`src/rtl/core/wst_pkg.sv`:
```
package wst_pkg;

	localparam int SAMPLE_W   = 32;
	localparam int STAMP_W    = 32;
	localparam int VEL_W      = 48;
	localparam int CNT_W      = 7;
	localparam int THR_W      = 47;
	localparam int FRAC_W     = 16;
	localparam int CFG_IDX_W  = 8;
	localparam int CFG_DATA_W = 47;

	// Dividend is the 33-bit sample difference magnitude with 16 fraction bits below it.
	localparam int DVD_W      = SAMPLE_W + 1 + FRAC_W;
	localparam int DSR_W      = STAMP_W;
	localparam int DIV_CNT_W  = $clog2(DVD_W + 1);

	localparam logic [CFG_IDX_W-1:0] CFG_WINDOW_LENGTH  = CFG_IDX_W'(0);
	localparam logic [CFG_IDX_W-1:0] CFG_MIN_FILL       = CFG_IDX_W'(1);
	localparam logic [CFG_IDX_W-1:0] CFG_FAST_THRESHOLD = CFG_IDX_W'(2);

	localparam logic [CNT_W-1:0] RST_WINDOW_LENGTH  = CNT_W'(16);
	localparam logic [CNT_W-1:0] RST_MIN_FILL       = CNT_W'(2);
	localparam logic [THR_W-1:0] RST_FAST_THRESHOLD = THR_W'(65536);

	localparam logic [VEL_W-1:0] VEL_MAX = {1'b0, {(VEL_W-1){1'b1}}};
	localparam logic [VEL_W-1:0] VEL_MIN = {1'b1, {(VEL_W-1){1'b0}}};

	typedef struct packed {
		logic signed [SAMPLE_W-1:0] sample_value;
		logic        [STAMP_W-1:0]  stamp;
	} wst_in_t;

	typedef struct packed {
		logic signed [VEL_W-1:0] velocity;
		logic signed [VEL_W-1:0] acceleration;
		logic                    fast_move;
		logic        [CNT_W-1:0] fill_count;
	} wst_out_t;

	typedef struct packed {
		logic [STAMP_W-1:0]  stamp;
		logic [SAMPLE_W-1:0] sample;
	} wst_entry_t;

	typedef struct packed {
		logic [CNT_W-1:0] fill;
		logic             compute;
	} wst_win_stat_t;

	typedef struct packed {
		logic busy;
		logic done;
	} wst_div_stat_t;

endpackage

```
`src/rtl/core/wst_divider.sv`:
```
module wst_divider import wst_pkg::*; (
	input  logic                clk,
	input  logic                arst_n,
	input  logic                start,
	input  logic [DVD_W-1:0]    dividend,
	input  logic [DSR_W-1:0]    divisor,
	output logic [DVD_W-1:0]    quotient,
	output wst_div_stat_t       stat
);

	logic [DVD_W-1:0]     dvd_q;
	logic [DSR_W-1:0]     rem_q;
	logic [DSR_W-1:0]     dsr_q;
	logic [DIV_CNT_W-1:0] cnt_q;
	logic                 busy_q;
	logic                 done_q;
	logic [DSR_W:0]       shifted;
	logic [DSR_W:0]       trial;
	logic                 fits;

	// One quotient bit per cycle: the dividend shifts out at the top while
	// quotient bits shift in at the bottom of the same register.
	assign shifted = {rem_q, dvd_q[DVD_W-1]};
	assign trial   = shifted - {1'b0, dsr_q};
	assign fits    = ~trial[DSR_W];

	always_ff @(posedge clk or negedge arst_n) begin
		if (!arst_n) begin
			busy_q <= 1'b0;
			done_q <= 1'b0;
			cnt_q  <= '0;
		end else begin
			done_q <= 1'b0;
			if (start) begin
				busy_q <= 1'b1;
				cnt_q  <= DIV_CNT_W'(DVD_W);
			end else if (busy_q) begin
				cnt_q <= cnt_q - 1'b1;
				if (cnt_q == DIV_CNT_W'(1)) begin
					busy_q <= 1'b0;
					done_q <= 1'b1;
				end
			end
		end
	end

	always_ff @(posedge clk) begin
		if (start) begin
			dvd_q <= dividend;
			dsr_q <= divisor;
			rem_q <= '0;
		end else if (busy_q) begin
			rem_q <= fits ? trial[DSR_W-1:0] : shifted[DSR_W-1:0];
			dvd_q <= {dvd_q[DVD_W-2:0], fits};
		end
	end

	assign quotient  = dvd_q;
	assign stat.busy = busy_q;
	assign stat.done = done_q;

endmodule

```
`src/rtl/core/wst_window.sv`:
```
module wst_window import wst_pkg::*; #(
	parameter int WINDOW_MAX = 64
) (
	input  logic              clk,
	input  logic              arst_n,
	input  logic              clear,
	input  logic              push,
	input  wst_entry_t        entry,
	input  logic [CNT_W-1:0]  window_length,
	input  logic [CNT_W-1:0]  min_fill,
	output wst_win_stat_t     stat,
	output wst_entry_t        oldest
);

	// The length register is 7 bits wide, so no more than 127 slots are ever used.
	localparam int LEN_CAP = (WINDOW_MAX < 127) ? WINDOW_MAX : 127;
	localparam int PW      = $clog2(LEN_CAP);
	localparam logic [CNT_W-1:0] LEN_CAP_C = CNT_W'(LEN_CAP);

	wst_entry_t       mem [LEN_CAP];
	wst_entry_t       rd_q;
	logic [PW-1:0]    wp_q;
	logic [PW-1:0]    old_q;
	logic [CNT_W-1:0] fill_q;
	logic             compute_q;

	logic [CNT_W-1:0] len;
	logic [CNT_W-1:0] wp_ext;
	logic [CNT_W-1:0] fill_nx;
	logic [CNT_W-1:0] back;
	logic [CNT_W-1:0] old_nx;
	logic [PW-1:0]    wp_nx;

	always_comb begin
		if (window_length == '0) begin
			len = CNT_W'(1);
		end else if (window_length > LEN_CAP_C) begin
			len = LEN_CAP_C;
		end else begin
			len = window_length;
		end
		wp_ext  = CNT_W'(wp_q);
		fill_nx = (fill_q < len) ? fill_q + CNT_W'(1) : len;
		back    = fill_nx - CNT_W'(1);
		// The oldest held entry sits fill-1 slots behind the one being written.
		if (wp_ext >= back) begin
			old_nx = wp_ext - back;
		end else begin
			old_nx = wp_ext + len - back;
		end
		if (wp_ext + CNT_W'(1) >= len) begin
			wp_nx = '0;
		end else begin
			wp_nx = wp_q + 1'b1;
		end
	end

	always_ff @(posedge clk or negedge arst_n) begin
		if (!arst_n) begin
			wp_q      <= '0;
			old_q     <= '0;
			fill_q    <= '0;
			compute_q <= 1'b0;
		end else if (clear) begin
			wp_q      <= '0;
			old_q     <= '0;
			fill_q    <= '0;
			compute_q <= 1'b0;
		end else if (push) begin
			wp_q      <= wp_nx;
			old_q     <= old_nx[PW-1:0];
			fill_q    <= fill_nx;
			compute_q <= (fill_nx >= min_fill);
		end
	end

	always_ff @(posedge clk) begin
		if (push) begin
			mem[wp_q] <= entry;
		end
		rd_q <= mem[old_q];
	end

	assign stat.fill    = fill_q;
	assign stat.compute = compute_q;
	assign oldest       = rd_q;

endmodule

```
`src/rtl/core/window_slope_tracker_top.sv`:
```
// Sliding-window slope tracker for timestamped Q16.16 samples.
// Input channel: in_valid / in_stall with in_data (sample_value, stamp). A request is
// taken on a rising edge with in_valid high and in_stall low. Each request is stored
// in a ring of the last window_length entries and yields exactly one result.
// Output channel: out_valid / out_stall with out_data (velocity, acceleration,
// fast_move, fill_count). A result is held in an output register until taken.
// Configuration: cfg_valid / cfg_ready with cfg_index and cfg_data. Any write, to a
// known index or not, empties the window and zeroes the previous velocity.
// A request passes the ring read (ST_READ), the divider setup (ST_PREP), the bit-serial
// divider (ST_DIV), which produces one of its 49 quotient bits per cycle and raises a
// finish flag, the sign step (ST_SIGN) and the result step (ST_DONE), whose result is
// loaded into the output register. One request is in work at a time and in_stall stays
// high until the block is back in ST_IDLE, so a new request is taken only after the last
// one is through.
// The next request is taken while a finished result still sits in the output register.
// If the receiver stalls, the following result waits in the block and in_stall stays
// high until the output register frees up.
// Reset restores window_length 16, min_fill 2, fast_threshold 65536 and an empty window.
module window_slope_tracker_top import wst_pkg::*; #(
	parameter int WINDOW_MAX = 64
) (
	input  logic                  clk,
	input  logic                  arst_n,
	input  logic                  in_valid,
	output logic                  in_stall,
	input  wst_in_t               in_data,
	output logic                  out_valid,
	input  logic                  out_stall,
	output wst_out_t              out_data,
	input  logic                  cfg_valid,
	output logic                  cfg_ready,
	input  logic [CFG_IDX_W-1:0]  cfg_index,
	input  logic [CFG_DATA_W-1:0] cfg_data
);

	localparam logic [2:0] ST_IDLE = 3'd0;
	localparam logic [2:0] ST_READ = 3'd1;
	localparam logic [2:0] ST_PREP = 3'd2;
	localparam logic [2:0] ST_DIV  = 3'd3;
	localparam logic [2:0] ST_SIGN = 3'd4;
	localparam logic [2:0] ST_DONE = 3'd5;

	logic [2:0]        state_q;
	logic [CNT_W-1:0]  wlen_q;
	logic [CNT_W-1:0]  mfill_q;
	logic [THR_W-1:0]  thr_q;
	wst_entry_t        new_q;
	logic              neg_q;
	logic              dtz_q;
	logic [VEL_W-1:0]  vel_q;
	logic [VEL_W-1:0]  last_vel_q;
	wst_out_t          out_q;
	logic              out_valid_q;

	logic              in_take;
	logic              cfg_take;
	logic              out_free;
	logic              out_load;
	wst_entry_t        entry;
	wst_entry_t        oldest;
	wst_win_stat_t     win_stat;
	wst_div_stat_t     div_stat;
	logic              div_start;
	logic [DVD_W-1:0]  dividend;
	logic [DSR_W-1:0]  dt;
	logic [SAMPLE_W:0] diff;
	logic [SAMPLE_W:0] dmag;
	logic [DVD_W-1:0]  quotient;
	logic              q_ovf;
	logic [VEL_W-1:0]  vel_nx;
	logic [VEL_W:0]    acc_w;
	logic [VEL_W-1:0]  acc_sat;
	logic [VEL_W-1:0]  acc;
	logic [VEL_W-1:0]  mag;
	logic              fast;

	assign in_stall  = (state_q != ST_IDLE);
	assign in_take   = in_valid && !in_stall;
	assign cfg_ready = 1'b1;
	assign cfg_take  = cfg_valid && cfg_ready;
	assign out_free  = !out_valid_q || !out_stall;
	assign out_load  = (state_q == ST_DONE) && out_free;

	assign entry.stamp  = in_data.stamp;
	assign entry.sample = in_data.sample_value;

	wst_window #(
		.WINDOW_MAX(WINDOW_MAX)
	) u_window (
		.clk           (clk),
		.arst_n        (arst_n),
		.clear         (cfg_take),
		.push          (in_take),
		.entry         (entry),
		.window_length (wlen_q),
		.min_fill      (mfill_q),
		.stat          (win_stat),
		.oldest        (oldest)
	);

	always_comb begin
		dt   = new_q.stamp - oldest.stamp;
		diff = {new_q.sample[SAMPLE_W-1], new_q.sample}
			- {oldest.sample[SAMPLE_W-1], oldest.sample};
		dmag = diff[SAMPLE_W] ? (SAMPLE_W+1)'(-diff) : diff;
		dividend = {dmag, {FRAC_W{1'b0}}};
	end

	assign div_start = (state_q == ST_PREP);

	wst_divider u_divider (
		.clk      (clk),
		.arst_n   (arst_n),
		.start    (div_start),
		.dividend (dividend),
		.divisor  (dt),
		.quotient (quotient),
		.stat     (div_stat)
	);

	always_comb begin
		q_ovf = quotient[DVD_W-1] | quotient[VEL_W-1];
		if (!win_stat.compute || dtz_q) begin
			vel_nx = '0;
		end else if (neg_q) begin
			vel_nx = q_ovf ? VEL_MIN : VEL_W'(-quotient[VEL_W-1:0]);
		end else begin
			vel_nx = q_ovf ? VEL_MAX : quotient[VEL_W-1:0];
		end

		acc_w = {vel_q[VEL_W-1], vel_q} - {last_vel_q[VEL_W-1], last_vel_q};
		if (acc_w[VEL_W] != acc_w[VEL_W-1]) begin
			acc_sat = acc_w[VEL_W] ? VEL_MIN : VEL_MAX;
		end else begin
			acc_sat = acc_w[VEL_W-1:0];
		end
		acc = win_stat.compute ? acc_sat : '0;

		mag  = vel_q[VEL_W-1] ? VEL_W'(-vel_q) : vel_q;
		fast = (mag >= {1'b0, thr_q});
	end

	always_ff @(posedge clk or negedge arst_n) begin
		if (!arst_n) begin
			wlen_q  <= RST_WINDOW_LENGTH;
			mfill_q <= RST_MIN_FILL;
			thr_q   <= RST_FAST_THRESHOLD;
		end else if (cfg_take) begin
			case (cfg_index)
				CFG_WINDOW_LENGTH:  wlen_q  <= cfg_data[CNT_W-1:0];
				CFG_MIN_FILL:       mfill_q <= cfg_data[CNT_W-1:0];
				CFG_FAST_THRESHOLD: thr_q   <= cfg_data[THR_W-1:0];
				default: begin
				end
			endcase
		end
	end

	always_ff @(posedge clk or negedge arst_n) begin
		if (!arst_n) begin
			state_q     <= ST_IDLE;
			out_valid_q <= 1'b0;
			last_vel_q  <= '0;
		end else begin
			if (out_load) begin
				out_valid_q <= 1'b1;
			end else if (out_valid_q && !out_stall) begin
				out_valid_q <= 1'b0;
			end
			if (cfg_take) begin
				last_vel_q <= '0;
			end else if (out_load) begin
				last_vel_q <= win_stat.compute ? vel_q : '0;
			end
			case (state_q)
				ST_IDLE: begin
					if (in_take) begin
						state_q <= ST_READ;
					end
				end
				ST_READ: state_q <= ST_PREP;
				ST_PREP: state_q <= ST_DIV;
				ST_DIV: begin
					if (div_stat.done) begin
						state_q <= ST_SIGN;
					end
				end
				ST_SIGN: state_q <= ST_DONE;
				ST_DONE: begin
					if (out_free) begin
						state_q <= ST_IDLE;
					end
				end
				default: state_q <= ST_IDLE;
			endcase
		end
	end

	always_ff @(posedge clk) begin
		if (in_take) begin
			new_q <= entry;
		end
		if (state_q == ST_PREP) begin
			neg_q <= diff[SAMPLE_W];
			dtz_q <= (dt == '0);
		end
		if (state_q == ST_SIGN) begin
			vel_q <= vel_nx;
		end
		if (out_load) begin
			out_q.velocity     <= vel_q;
			out_q.acceleration <= acc;
			out_q.fast_move    <= fast;
			out_q.fill_count   <= win_stat.fill;
		end
	end

	assign out_valid = out_valid_q;
	assign out_data  = out_q;

endmodule

```
`config.mk`:
```
export PLATFORM = sky130hd
export DESIGN_NAME = window_slope_tracker_top
export DESIGN_NICKNAME = d
export VERILOG_FILES = /design/src/rtl/core/wst_pkg.sv /design/src/rtl/core/wst_divider.sv /design/src/rtl/core/wst_window.sv /design/src/rtl/core/window_slope_tracker_top.sv
export SDC_FILE = /design/constraint.sdc
export NUM_CORES = 2
export LEC_CHECK = 0
export BUFFER_PORTS_ARGS = -buffer_cell sky130_fd_sc_hd__buf_4
export CAP_MARGIN = 20
export CORE_MARGIN = 3
export CORE_UTILIZATION = 63
export DETAILED_ROUTE_END_ITERATION = 7
export GPL_ROUTABILITY_DRIVEN = 0
export PLACE_DENSITY = 0.8
export SYNTH_ARGS = -nofsm -noshare
export SYNTH_HDL_FRONTEND = slang
export SYNTH_SLANG_ARGS = --single-unit
export TNS_END_PERCENT = 30
```
`constraint.sdc`:
```
create_clock -name clk -period 8.7 [get_ports clk]
set_clock_uncertainty 0.2 [all_clocks]
set_input_delay 0.87 -clock clk [delete_from_list [all_inputs] [get_ports clk]]
set_output_delay 0.87 -clock clk [all_outputs]
set_load 0.01 [all_outputs]
```
# Yosys cells after proc, flatten, opt, wreduce, memory -nomap -nowiden
# Memory sizes are Yosys's and may differ from the RTL's. A register that Yosys moved wholly into a read port is not among the register bits.
# Index checks and enable logic that the tools add are counted.
[word_totals] ramBits=4096 register_bits=472 mem_count=1
[mem_list] memory="u_window.mem" depth=64 word_bits=64 read_ports=1 rd_ports_with_merged_regs=1 write_ports=1 line_no="wst_window.sv:20" source="wst_entry_t mem [LEN_CAP];"
[op_classes] n_bitwise=2 n_eq_ne=12 n_reduce_logical=22 n_mux=42 add_sub_neg=15 n_lt_le_gt_ge=6
[op_table] cell="$mux W48" n=9
[op_table] cell="$mux W49" n=2
[op_table] cell="$neg A48 Y48" n=2
[op_table] cell="$sub A48 B48 Y49" n=1
[op_table] cell="$ge A48 B47 Y1" n=1
[op_table] cell="$mux W6" n=8
[op_table] cell="$mux W7" n=5
[op_table] cell="$mux W33" n=1
[op_table] cell="$neg A33 Y33" n=1
[op_table] cell="$sub A32 B32 Y33" n=1
[op_table] cell="$sub A33 B32 Y33" n=1
[op_table] cell="$logic_not A32 Y1" n=1
[op_table] cell="$mux W32" n=1
[op_table] cell="$sub A32 B32 Y32" n=1
[op_table] cell="$pmux W3 S6" n=1
[op_table] cell="$ge A7 B7 Y1" n=2
[op_table] cell="$mux W1" n=12
[op_table] cell="$sub A6 B6 Y6" n=2
[op_table] cell="$mux W3" n=3
[op_table] cell="$eq A8 B1 Y1 const B" n=1
[op_table] cell="$eq A8 B2 Y1 const B" n=1
[op_table] cell="$logic_not A8 Y1" n=1
[op_table] cell="$reduce_bool A2 Y1" n=4
[op_table] cell="$add A6 B1 Y7 const B" n=1
[op_table] cell="other kinds (25)" n=36

# Depth between registers and ports, before layout
[depth] word_depth=10 mapped_depth=21 depth_no_buf=21

# Modules after synthesis
# Synthesis repeated with hierarchy kept, for this count alone.
[unflattened] cells_unflattened=9153 area_unflattened_um2=188194.2
[modules_own_cells] module="wst_window" area_each_um2=158602.1 cells_each=6202 n_inst=1
[modules_own_cells] module="window_slope_tracker_top" area_each_um2=22660.5 cells_each=2323 n_inst=1
[modules_own_cells] module="wst_divider" area_each_um2=6931.6 cells_each=628 n_inst=1

# Worst setup path after synthesis
# OpenSTA, ideal clock, no wires.
[synth_timing] kind="in2reg" from="in out_stall" to="reg last_vel_q[27]" t_required_ns=8.434 path_slack_ns=1.728 arrival_ns=6.705 path_buffers=2 stages=7 path_cell_list="nand2_1 -> nand2_1 -> nor2_1 -> and3b_1 -> clkbuf_1 -> buf_1 -> a22o_1"
[synth_between] elab_chain_len=4
[synth_lines] element="start, declared" line_no="window_slope_tracker_top.sv:28" source="input logic out_stall,"
[synth_lines] element="$logic_not A1 Y1" line_no="window_slope_tracker_top.sv:81" source="assign out_free = !out_valid_q || !out_stall;"
[synth_lines] element="$logic_or A1 B1 Y1" line_no="window_slope_tracker_top.sv:81"
[synth_lines] element="$logic_and A1 B1 Y1" line_no="window_slope_tracker_top.sv:82" source="assign out_load = (state_q == ST_DONE) && out_free;"
[synth_lines] element="net out_load" line_no="window_slope_tracker_top.sv:58" source="logic out_load;"
[synth_lines] element="$reduce_bool A2 Y1 (no line)"
[synth_lines] element="end signal, assigned" line_no="window_slope_tracker_top.sv:173" source="last_vel_q <= win_stat.compute ? vel_q : '0;"
[synth_lines] element="end, declared" line_no="window_slope_tracker_top.sv:51" source="logic [VEL_W-1:0] last_vel_q;"
# The timed path passes the listed nets, and every way through them passes these cells.
# A chain may end at the register's enable or synchronous reset.

# Worst setup path after layout
[layout_timing] from="reg vel_q[5]" to="reg out_q, in the netlist out_data[7], data pin"
[layout_between] elab_chain_len=3
[layout_lines] element="start, declared" line_no="window_slope_tracker_top.sv:50" source="logic [VEL_W-1:0] vel_q;"
[layout_lines] element="start signal, assigned" line_no="window_slope_tracker_top.sv:208" source="vel_q <= vel_nx;"
[layout_lines] element="$neg A48 Y48" line_no="window_slope_tracker_top.sv:139" source="mag = vel_q[VEL_W-1] ? VEL_W'(-vel_q) : vel_q;"
[layout_lines] element="$mux W48 *" line_no="window_slope_tracker_top.sv:139"
[layout_lines] element="$ge A48 B47 Y1 *" line_no="window_slope_tracker_top.sv:140" source="fast = (mag >= {1'b0, thr_q});"
[layout_lines] element="net fast" line_no="window_slope_tracker_top.sv:75" source="logic fast;"
[layout_lines] element="end, declared" line_no="window_slope_tracker_top.sv:52" source="wst_out_t out_q;"
# The timed path passes the listed nets; every way through them passes the cells marked *.

==> results by group <==
Outcome
  – Status: finished with violations
  – Failing checks: design-rule violations

STA
  – Final setup fails: 0
  – Hold Vio Cnt, Final: 0
  – Fin crit period: 5.71 ns
  – Final TNS setup: 0 ns
  – Worst slew margin: 18.7%
  – RSZ-0062 raised after global routing: false
  – Final worst-path cycle share: 65.6%
  – Fin. max-slew vios: 0
  – Max Fclk: 175 MHz
  – Slew @ Worst Pin: approximately 1.2 ns

Synth
  – Main synth FF type: edfxtp_1
  – Top cell type's share of synthesized area: 70.4%
  – Post-Syn Area per Cell: approximately 20 µm²
  – Fraction of the mapped netlist area in adder cells: roughly 1.6%
  – Fraction of registers with async set/reset: under 10%
  – Netlist cell types: 97
  – Simple-gate share of the synthesized area: 2.45%
  – Number of synthesized flops with an enable pin: between 4,000 and 5,000
  – Most common cell in the netlist: edfxtp_1
  – Compound-Gate Fraction of Synth Area: about 3.2%
  – Multiplexer share of the synthesized area: roughly 17%
  – Top post-synthesis cells by count: edfxtp_1 (4,379), mux4_2 (1,344), clkbuf_1 (349), nor2_1 (348), inv_1 (261)
  – Register area share after synthesis: 73.5%
  – Top post-synthesis cells by area: edfxtp_1 (70%), mux4_2 (16%), dfrtp_1 (1.9%)
  – Syn_nets: 9,485
  – XOR/XNOR share of the synthesized area: around 1.1%
  – Synthesized flop and latch total: between 4,000 and 5,000
  – Yosys warning count: 0
  – Largest family of logic cells by synthesized area: multiplexers
  – Synthesized cell area: 187,000 µm²
  – Largest area contributor in the netlist: edfxtp_1
  – Cells after synthesis: between 9,000 and 10,000

Setup path
  – FF-to-FF path depth: 18
  – Worst R2R Start: vel_q[5]$_SDFFCE_PP0P_
  – WP data arrival: 6.19 ns
  – R2R Setup Slk: 2.99 ns
  – Max Fanout on Critical Path: 6
  – Critical R2R Capture: out_data[7]$_DFFE_PP_
  – Critical path type: reg2reg
  – Worst setup EP type: flip-flop
  – Critical path launch point type: flip-flop
  – Critical Path RT: 9.18 ns

CTS
  – Root buf cell: clkbuf_16
  – H-tree depth: 5
  – Clk buf depth: 4
  – Clk_lat worst skew: 1.03 ns
  – CTS Buf Count: 435
  – TritonCTS clock tree: built
  – Reg clk slew, reported paths: 0.06 ns
  – Setup bufs post-CTS: 0
  – Clk sinks: approximately 4,600

Layout
  – Non-Filler Instances: 13,900
  – Design area: 209,000 µm²
  – Layout area overhead: 12.0%
  – Nets: 9,959
  – Layout cells sized above 1: about a quarter
  – Filler Cell Count: 15,500

Routing
  – Vias per cell: ~7.6
  – Via count: 106,000
  – DRT iter0 DRCs: 19,700
  – Final ANT Viol Nets: 0
  – Detailed Route WL: about 570,000 µm
  – TritonRoute pass-1 iters: 8
  – Post-route DRC: 180
  – DR WL/cell: 41.1 µm

Hold path
  – Hold crit path type: in2reg
  – Hold Path Cell Cnt: 2
  – Min-delay src: cfg_valid
  – Hold Crit Endpoint: u_window.fill_q[0]$_DFFE_PN0P_

Pwr
  – Lkg Pwr: about 66 nW
  – Sw power: 0.0108 W
  – Total power: 0.0471 W
  – Switching Share: 22.9%
  – Logic pwr share: about 5.4%
  – Part of the power in registers: 53.0%
  – Max VDD drop: 0.245 mV
  – Pwr dens: around 230 nW/µm²
  – P_int: 0.0363 W
  – Clock power share: 41.6%

Die
  – Initial core utilization: 63.4%
  – Die Height: 550 µm
  – I/O pin cnt: 231
  – Row cnt: 199
  – Die width: 550 µm
  – Area of the die: 303,000 µm²
  – Core Area: 294,000 µm²

Global route
  – Vias in the first global route: 105,000
  – Initial antenna violation count: 51
  – Largest net degree at the start of global routing: 159
  – Tot GR Track Use: 38.1%
  – First-pass GRT wire length: 806,000 µm
  – Total gr overflow: 0

Place
  – Post-DP Area: 194,000 µm²
  – Port Buffers: approximately 230
  – Post-DP HPWL: between 200,000 and 300,000 µm
  – Placed insts: 13,000

Flow run
  – Max Cap Violations: 0
routing by layer:
layer | vias to the layer above | track usage, % | wire length, µm
met5 | - | 0.563 | 460
met4 | 34 | 22.2 | 41300
met3 | 2530 | 12.3 | 84500
met2 | 11000 | 58.9 | 269000
met1 | 53600 | 48.0 | 178000
li1 | 38700 | - | -
through the flow:
stage                     util [%]  hold WS (ns)  setup slack (ns)
after floorplan                  -         0.235              1.73
after global placement        65.9         0.264              3.05
after detailed placement      65.9         0.272              3.09
after CTS                     71.0        0.0170              3.03
after global routing          71.0        0.0490              2.77
final                         71.1        0.0663              2.99
cell families after synthesis:
family	count (synthesis)
mux	1417
xor+xnor	237
other cells	1
flops	4632
fa+ha+maj	239
simple gates	963
buf+inv	705
compound gates	930
worst max-delay path, cell delays in order (launching register included):
cell	delay, ns
edfxtp_1	0.50
or4_4	0.60
nor4_4	0.30
nand2b_2	0.13
or2_4	0.29
or4_4	0.50
nand2b_4	0.19
or4_1	0.49
or3_4	0.41
o21ai_1	0.17
xnor2_1	0.14
ha_1	0.27
a21o_1	0.17
a21oi_1	0.13
o21ai_0	0.12
a221oi_1	0.33
o21ai_1	0.14
nor3b_1	0.22
a21oi_1	0.12
power by group through the flow:
| stage | clock network (W) | logic, W | registers (W) |
|---|---|---|---|
| 5_1_grt | 0.0204 | 0.00281 | 0.0249 |
| 2_1_floorplan | 0 | 0.00170 | 0.0253 |
| 3_3_place_gp | 0 | 0.00234 | 0.0254 |
| 3_5_place_dp | 0 | 0.00245 | 0.0254 |
| 6_report | 0.0196 | 0.00254 | 0.0249 |
| 4_1_cts | 0.0197 | 0.00251 | 0.0249 |
final cells by class:
| type | instances | area (µm²) | share of cell area, % |
|---|---|---|---|
| Tap cell | 3919 | 4900 | 2.34 |
| Clock inverter | 229 | 2520 | 1.21 |
| Multi-Input combinational cell | 3787 | 47300 | 22.6 |
| Sequential cell | 4632 | 137000 | 65.7 |
| Timing Repair Buffer | 476 | 4180 | 2.00 |
| Antenna cell | 32 | 80.1 | 0.0383 |
| Inverter | 266 | 1000 | 0.479 |
| Clock buffer | 587 | 11900 | 5.67 |
layout by cell type (no fill, tap or decap), drive strengths merged, types with 170 or more instances in the layout:
cell,instances
buf,426
nand2,232
clkbuf,588
xnor2,171
ha,228
inv,276
edfxtp,4379
mux4,1344
o21ai,281
nor2,348
a21oi,196
clkinv,170
flip-flops by register name (all words and copies together), names as in the netlist, 3 cells and up:
signal,cells
out_data,104
u_window.mem,4096
wlen_q,7
mfill_q,7
u_divider.rem_q,32
last_vel_q,48
thr_q,47
u_window.oldest,64
u_divider.quotient,49
u_window.old_q,6
u_window.wp_q,6
state_q,3
new_q,64
vel_q,48
u_divider.dsr_q,32
u_window.fill_q,7
u_divider.cnt_q,6
worst max path at each step:
stage / startpoint / slack (ns) / cells past startpoint / endpoint
after floorplan: out_stall / 1.73 / 7 / last_vel_q[27]$_DFFE_PN0P_
after global placement: vel_q[5]$_SDFFCE_PP0P_ / 3.05 / 18 / out_data[7]$_DFFE_PP_
after detailed placement: vel_q[5]$_SDFFCE_PP0P_ / 3.09 / 18 / out_data[7]$_DFFE_PP_
after CTS: vel_q[5]$_SDFFCE_PP0P_ / 3.03 / 18 / out_data[7]$_DFFE_PP_
after global routing: vel_q[4]$_SDFFCE_PP0P_ / 2.77 / 18 / out_data[7]$_DFFE_PP_
final: vel_q[5]$_SDFFCE_PP0P_ / 2.99 / 18 / out_data[7]$_DFFE_PP_
timing repair:
action / in CTS / in global routing
gates resized for setup: 0 / 0
hold buffers: 49 / 0
endpoints found under the hold margin: 151 / 0
setup endpoints to repair: 0 / 0
(Power assumes the default switching activity.)
